--- src/rtl/mhpq_pkg.sv ---
package mhpq_pkg;

  localparam int CAPACITY  = 1024;
  localparam int ADDR_W    = (CAPACITY > 1) ? $clog2(CAPACITY) : 1;
  localparam int CNT_W     = $clog2(CAPACITY + 1);
  localparam int IDX_W     = ADDR_W + 2;
  localparam int KEY_W     = 32;
  localparam int OUT_CNT_W = 11;

  typedef logic signed [KEY_W-1:0] key_t;
  typedef logic [ADDR_W-1:0]       addr_t;
  typedef logic [CNT_W-1:0]        cnt_t;

  typedef enum logic {
    OP_INSERT  = 1'b0,
    OP_EXTRACT = 1'b1
  } op_t;

  typedef enum logic [1:0] {
    ST_OK    = 2'd0,
    ST_EMPTY = 2'd1,
    ST_FULL  = 2'd2
  } status_t;

  typedef struct packed {
    op_t  op;
    key_t value;
  } in_item_t;

  typedef struct packed {
    key_t                 max_value;
    status_t              status;
    logic [OUT_CNT_W-1:0] count;
  } out_item_t;

  typedef struct packed {
    logic  we;
    addr_t waddr;
    key_t  wdata;
    logic  re;
    addr_t raddr;
  } ram_req_t;

  typedef enum logic [3:0] {
    S_IDLE,
    S_UP_CHK,
    S_UP_CMP,
    S_EX_ROOT,
    S_EX_LAST,
    S_DN_CHK,
    S_DN_L,
    S_DN_R,
    S_OUT
  } state_t;

endpackage

--- src/rtl/mhpq_ctrl.sv ---
module mhpq_ctrl (
  input  logic                 clk,
  input  logic                 rst_n,
  input  logic                 in_valid,
  output logic                 in_ready,
  input  mhpq_pkg::in_item_t   in_data,
  output mhpq_pkg::ram_req_t   ram_req,
  input  mhpq_pkg::key_t       ram_rdata,
  output logic                 res_valid,
  input  logic                 res_ready,
  output mhpq_pkg::out_item_t  res_data
);

  mhpq_pkg::state_t  state_r, state_nxt;
  mhpq_pkg::addr_t   pos_r, pos_nxt;
  mhpq_pkg::addr_t   par_r, par_nxt;
  mhpq_pkg::addr_t   cand_idx_r, cand_idx_nxt;
  mhpq_pkg::key_t    cand_val_r, cand_val_nxt;
  mhpq_pkg::key_t    key_r, key_nxt;
  mhpq_pkg::key_t    res_val_r, res_val_nxt;
  mhpq_pkg::status_t res_st_r, res_st_nxt;
  mhpq_pkg::cnt_t    cnt_r, cnt_nxt;

  logic [mhpq_pkg::IDX_W-1:0] lft, rgt, cnt_ext;
  mhpq_pkg::addr_t            pos_m1, par_calc;

  assign lft      = {1'b0, pos_r, 1'b1};
  assign rgt      = {1'b0, pos_r, 1'b0} + mhpq_pkg::IDX_W'(2);
  assign cnt_ext  = mhpq_pkg::IDX_W'(cnt_r);
  assign pos_m1   = pos_r - mhpq_pkg::addr_t'(1);
  assign par_calc = pos_m1 >> 1;

  assign res_data.max_value = res_val_r;
  assign res_data.status    = res_st_r;
  assign res_data.count     = mhpq_pkg::OUT_CNT_W'(cnt_r);

  always_ff @(posedge clk) begin
    if (!rst_n) begin
      state_r <= mhpq_pkg::S_IDLE;
      cnt_r   <= '0;
    end else begin
      state_r <= state_nxt;
      cnt_r   <= cnt_nxt;
    end
  end

  always_ff @(posedge clk) begin
    pos_r      <= pos_nxt;
    par_r      <= par_nxt;
    cand_idx_r <= cand_idx_nxt;
    cand_val_r <= cand_val_nxt;
    key_r      <= key_nxt;
    res_val_r  <= res_val_nxt;
    res_st_r   <= res_st_nxt;
  end

  always_comb begin
    mhpq_pkg::key_t  dec_val;
    mhpq_pkg::addr_t dec_idx;
    logic            decide;

    state_nxt    = state_r;
    pos_nxt      = pos_r;
    par_nxt      = par_r;
    cand_idx_nxt = cand_idx_r;
    cand_val_nxt = cand_val_r;
    key_nxt      = key_r;
    res_val_nxt  = res_val_r;
    res_st_nxt   = res_st_r;
    cnt_nxt      = cnt_r;
    ram_req      = '0;
    in_ready     = 1'b0;
    res_valid    = 1'b0;
    dec_val      = cand_val_r;
    dec_idx      = cand_idx_r;
    decide       = 1'b0;

    case (state_r)
      mhpq_pkg::S_IDLE: begin
        in_ready = 1'b1;
        if (in_valid) begin
          res_val_nxt = '0;
          res_st_nxt  = mhpq_pkg::ST_OK;
          if (in_data.op == mhpq_pkg::OP_INSERT) begin
            if (cnt_r == mhpq_pkg::CNT_W'(mhpq_pkg::CAPACITY)) begin
              res_st_nxt = mhpq_pkg::ST_FULL;
              state_nxt  = mhpq_pkg::S_OUT;
            end else begin
              key_nxt   = in_data.value;
              pos_nxt   = cnt_r[mhpq_pkg::ADDR_W-1:0];
              cnt_nxt   = cnt_r + mhpq_pkg::cnt_t'(1);
              state_nxt = mhpq_pkg::S_UP_CHK;
            end
          end else if (cnt_r == '0) begin
            res_st_nxt = mhpq_pkg::ST_EMPTY;
            state_nxt  = mhpq_pkg::S_OUT;
          end else begin
            ram_req.re    = 1'b1;
            ram_req.raddr = '0;
            cnt_nxt       = cnt_r - mhpq_pkg::cnt_t'(1);
            state_nxt     = mhpq_pkg::S_EX_ROOT;
          end
        end
      end
      mhpq_pkg::S_UP_CHK: begin
        if (pos_r == '0) begin
          ram_req.we    = 1'b1;
          ram_req.waddr = pos_r;
          ram_req.wdata = key_r;
          state_nxt     = mhpq_pkg::S_OUT;
        end else begin
          ram_req.re    = 1'b1;
          ram_req.raddr = par_calc;
          par_nxt       = par_calc;
          state_nxt     = mhpq_pkg::S_UP_CMP;
        end
      end
      mhpq_pkg::S_UP_CMP: begin
        ram_req.we    = 1'b1;
        ram_req.waddr = pos_r;
        // parent smaller: it drops into the hole and the hole climbs
        if (ram_rdata < key_r) begin
          ram_req.wdata = ram_rdata;
          pos_nxt       = par_r;
          state_nxt     = mhpq_pkg::S_UP_CHK;
        end else begin
          ram_req.wdata = key_r;
          state_nxt     = mhpq_pkg::S_OUT;
        end
      end
      mhpq_pkg::S_EX_ROOT: begin
        res_val_nxt   = ram_rdata;
        ram_req.re    = 1'b1;
        ram_req.raddr = cnt_r[mhpq_pkg::ADDR_W-1:0];
        state_nxt     = mhpq_pkg::S_EX_LAST;
      end
      mhpq_pkg::S_EX_LAST: begin
        key_nxt   = ram_rdata;
        pos_nxt   = '0;
        state_nxt = mhpq_pkg::S_DN_CHK;
      end
      mhpq_pkg::S_DN_CHK: begin
        if (lft < cnt_ext) begin
          ram_req.re    = 1'b1;
          ram_req.raddr = lft[mhpq_pkg::ADDR_W-1:0];
          state_nxt     = mhpq_pkg::S_DN_L;
        end else begin
          ram_req.we    = 1'b1;
          ram_req.waddr = pos_r;
          ram_req.wdata = key_r;
          state_nxt     = mhpq_pkg::S_OUT;
        end
      end
      mhpq_pkg::S_DN_L: begin
        // left child wins a tie with the right one
        if (key_r < ram_rdata) begin
          dec_val = ram_rdata;
          dec_idx = lft[mhpq_pkg::ADDR_W-1:0];
        end else begin
          dec_val = key_r;
          dec_idx = pos_r;
        end
        if (rgt < cnt_ext) begin
          cand_val_nxt  = dec_val;
          cand_idx_nxt  = dec_idx;
          ram_req.re    = 1'b1;
          ram_req.raddr = rgt[mhpq_pkg::ADDR_W-1:0];
          state_nxt     = mhpq_pkg::S_DN_R;
        end else begin
          decide = 1'b1;
        end
      end
      mhpq_pkg::S_DN_R: begin
        if (cand_val_r < ram_rdata) begin
          dec_val = ram_rdata;
          dec_idx = rgt[mhpq_pkg::ADDR_W-1:0];
        end
        decide = 1'b1;
      end
      mhpq_pkg::S_OUT: begin
        res_valid = 1'b1;
        if (res_ready) begin
          state_nxt = mhpq_pkg::S_IDLE;
        end
      end
      default: begin
        state_nxt = mhpq_pkg::S_IDLE;
      end
    endcase

    if (decide) begin
      ram_req.we    = 1'b1;
      ram_req.waddr = pos_r;
      if (dec_idx == pos_r) begin
        ram_req.wdata = key_r;
        state_nxt     = mhpq_pkg::S_OUT;
      end else begin
        ram_req.wdata = dec_val;
        pos_nxt       = dec_idx;
        state_nxt     = mhpq_pkg::S_DN_CHK;
      end
    end
  end

endmodule

--- config.mk ---
export PLATFORM = sky130hd
export DESIGN_NAME = mhpq_ctrl
export DESIGN_NICKNAME = d
export VERILOG_FILES = /design/src/rtl/mhpq_pkg.sv /design/src/rtl/mhpq_ctrl.sv
export SDC_FILE = /design/constraint.sdc
export NUM_CORES = 1
export LEC_CHECK = 0
export ABC_AREA = 1
export ABC_CLOCK_PERIOD_IN_PS = 13900
export BUFFER_PORTS_ARGS = -buffer_cell sky130_fd_sc_hd__buf_2
export CORE_MARGIN = 2
export CORE_UTILIZATION = 55
export CTS_BUF_LIST = sky130_fd_sc_hd__clkbuf_2 sky130_fd_sc_hd__clkbuf_4 sky130_fd_sc_hd__clkbuf_8
export DETAILED_ROUTE_END_ITERATION = 16
export GPL_TIMING_DRIVEN = 0
export PLACE_DENSITY_LB_ADDON = 0.08
export REMOVE_ABC_BUFFERS = 1
export SLEW_MARGIN = 40
export SYNTH_ARGS = -nofsm -noshare
export SYNTH_HDL_FRONTEND = slang
export SYNTH_SLANG_ARGS = --single-unit
--- constraint.sdc ---
create_clock -name clk -period 13.9 [get_ports clk]
set_clock_uncertainty 0.15 [all_clocks]
set_input_delay 0.695 -clock clk [delete_from_list [all_inputs] [get_ports clk]]
set_output_delay 0.695 -clock clk [all_outputs]
set_load 0.01 [all_outputs]
==> results.md <==
* Unrepaired setup endpoints after global routing: no
* F_max at 162 MHz
* Hold Path Class: input pin to flip-flop
* Std cell rows at 51
* Synth cell types at 43
* Setup bufs post-CTS at 0
* Worst R2R Start: pos_r[4]
* DRC at 0
* CP Depth at 17
* Max cap viols at 0
* DP Wirelength at 23700 um
* Area of the multi-input gates at 6310 um^2
* Total routed wirelength at 33600 um
* Fin. Hold Viols at 0
* Syn_area_per_cell at 7.52 um^2
* Syn-to-layout area delta at 14.8%
* TritonCTS clock tree: yes
* Worst hold start: in_data[15]
* TritonRoute pass-1 iters at 6
* Gr ovfl total at 0
* Final worst path period need at 6.17 ns
* Cell Area, Synth at 11100 um^2
* Slowest CP cell: nor3_2
* # port buffers at 169
* Fillers at 1823
* Arrival @ worst endpoint at 5.33 ns
* Slew @ Worst Pin at 0.807 ns
* Yosys warnings at 0
* Post-Layout Cell Count at 1881
* Most common cell after layout, fill and taps aside: nand2_1
* CP endpoint kind: output port
* Cell count after synthesis at 1472
* # diodes at 0
* Core box area at 19600 um^2
* Share of the yosys chip area belonging to registers at 0.362
* Critical path fanouts, max at 71
* Crit-path most repeated cell: a21oi_1
* Largest net degree at the start of global routing at 72
* Initial antenna violation count at 0
* Hold Path End: key_r[15]
* Initial core utilization at 0.565
* Final ANT Viol Nets at 0
* VDD IR max at 0.140 mV
* CP startpoint: pos_r[4]
* Most frequent cells in the layout: nand2_1 (360), buf_2 (169), nand3_1 (160)
* Buffer and inverter count on the worst path at 4
* CTS H-tree lvls at 4
* Crit path kind: flip-flop to output port
* Initial DRC Count at 1049
* I/O Pins at 170
* Die X at 146 um
* Worst path cell trace: inv_1, nor4_1, nand2_1, xor2_1, inv_1, ha_1, a21oi_1, o31ai_1, a21oi_1, o21ai_0, a21oi_1, o31ai_1, o21ai_0, inv_4, nor3_2, nor2_1, buf_2
* Via Count at 11100
* Total die area at 21300 um^2
* Final hold slack at 0.350 ns
* Crit-path max cell delay at 0.74 ns
* Setup crit start kind: flip-flop
* Drt wl/cell at 17.8 um
* Slew margin rel. at 0.461
* WHS Path Cells at 3
* Final nets at 1767
* Clock Latency Late Sink at 0.47 ns
* Pleak at 0.00592 uW
* # setup viols final at 0
* Vias in the first global route at 10500
* Sequential Area at 4010 um^2
* DIE HEIGHT at 146 um
* Cells after DPL at 1849
* Root Buffer: clkbuf_8
* Final GP Congestion at 0.909
* Total track usage at 0.312
* Synthesized flop and latch total at 142
* Setup TNS at 0 ns
* Worst reg2reg endpoint: pos_r[0]
* Sink Count at 142
* Hold-fix buffer count after cts at 0
* Fin crit share at 0.444
* Max-slew violation count at 0
* Cell family with most CP delay: simple AND/OR/NAND/NOR gates
* Clock buffer count from CTS at 17
* PD cells at 174 nW/um^2
* Global-route wire length before repair at 53900 um
* CP required at 13.06 ns
* Clock transition at the registers of the reported paths at 0.09 ns
* Longest Clk Path Bufs at 2
* Outcome: finished, final reports clean
* Layout cells sized above 1 at 0.157
* Cell count of the worst reg-to-reg path at 17
* Vias/cell at 5.92
* Flop-to-flop setup slack at 8.98 ns
* Post_cts resized at 0
[where the power goes]
part           internal, uW  total (uW)  switching [uW]
registers               617         731             113
logic                   403        1150             750
clock network           156         334             179
[flip-flops by register name, summed over array words and instances (netlist names)]
name	count
cand_val_r	32
key_r	32
res_val_r	32
cnt_r	11
cand_idx_r	10
pos_r	10
par_r	9
state_r	4
res_st_r	2
[worst reg2reg max path: stages, from the launching register on]
cell     delay (ns)
dfxtp_1        0.56
inv_1          0.27
nor4_1         0.42
nand2_1        0.11
xor2_1         0.36
inv_1          0.09
ha_1           0.31
inv_1          0.05
o31ai_1        0.23
a21oi_1        0.09
o21ai_0        0.21
a21oi_1        0.10
o31ai_1        0.16
o21ai_0        0.33
inv_4          0.66
nand2_2        0.43
nand2_1        0.18
o21ai_0        0.09
[routing by layer]
layer	vias to the layer above	part of all wire	track usage
met5	-	0	0
met4	0	0.025	0.107
met3	76	0.079	0.0423
met2	526	0.47	0.515
met1	5144	0.43	0.421
li1	5391	-	-
[cells in the mapped netlist, drive strengths merged]
| cell type | n | area (um^2) |
|---|---|---|
| o22ai | 5 | 31.3 |
| inv | 129 | 484 |
| clkbuf | 50 | 188 |
| and2 | 7 | 43.8 |
| a21oi | 75 | 379 |
| a21o | 3 | 22.5 |
| edfxtp | 117 | 3510 |
| ha | 94 | 1180 |
| fa | 1 | 20.0 |
| nand4 | 44 | 275 |
| o31ai | 2 | 15.0 |
| o21ai | 120 | 601 |
| nand2 | 370 | 1410 |
| a311oi | 1 | 8.76 |
| a2111oi | 1 | 8.76 |
| nor2 | 109 | 424 |
| dfxtp | 25 | 500 |
| o21a | 5 | 37.5 |
| a22oi | 33 | 248 |
| xor2 | 21 | 184 |
| o211ai | 35 | 263 |
| o221ai | 11 | 96.3 |
| nor4 | 3 | 18.8 |
| nand3 | 162 | 816 |
| or2 | 1 | 6.26 |
| nor3b | 1 | 12.5 |
| xnor2 | 3 | 26.3 |
| a221oi | 2 | 17.5 |
| buf | 24 | 145 |
| a211oi | 2 | 15.0 |
| clkinv | 6 | 22.5 |
| nor3 | 10 | 65.1 |
[stage by stage]
step	utilization	total power [uW]	instance area [um^2]	setup slack, ns
2_1_floorplan	-	1450	10700	8.18
3_3_place_gp	0.608	1800	11900	5.60
3_5_place_dp	0.629	1870	12300	8.33
4_1_cts	0.649	2200	12700	7.79
5_1_grt	0.649	2370	12700	7.34
6_report	0.649	2220	12700	7.73
[layout make-up]
class	instances	area share
repair buffers	186	0.0914
clock buffers	20	0.0216
flip-flops and latches	142	0.316
inverters	135	0.0401
multi-input cells	1121	0.496
clock inverters	12	0.00895
well taps	265	0.0261
[how the worst max path moves through the flow]
stage                        endpoint  slack (ns)
final                     ram_req[46]        7.73
after CTS                 ram_req[46]        7.79
after global routing      ram_req[46]        7.34
after floorplan            ram_req[1]        8.18
after detailed placement  ram_req[11]        8.33
after global placement     ram_req[3]        5.60
[cells by family (layout without fill, tap and decap cells)]
group / Yosys count / after routing / share of synthesized area
and+or+nand+nor: 707 / 707 / 0.277
AOI/OAI and AO/OA: 295 / 295 / 0.157
buffers and inverters: 209 / 353 / 0.0758
DFF: 142 / 142 / 0.362
adders and majority gates: 95 / 95 / 0.108
xor gates and xnor gates: 24 / 24 / 0.0190
No activity file was read; power rests on OpenSTA's default activity.
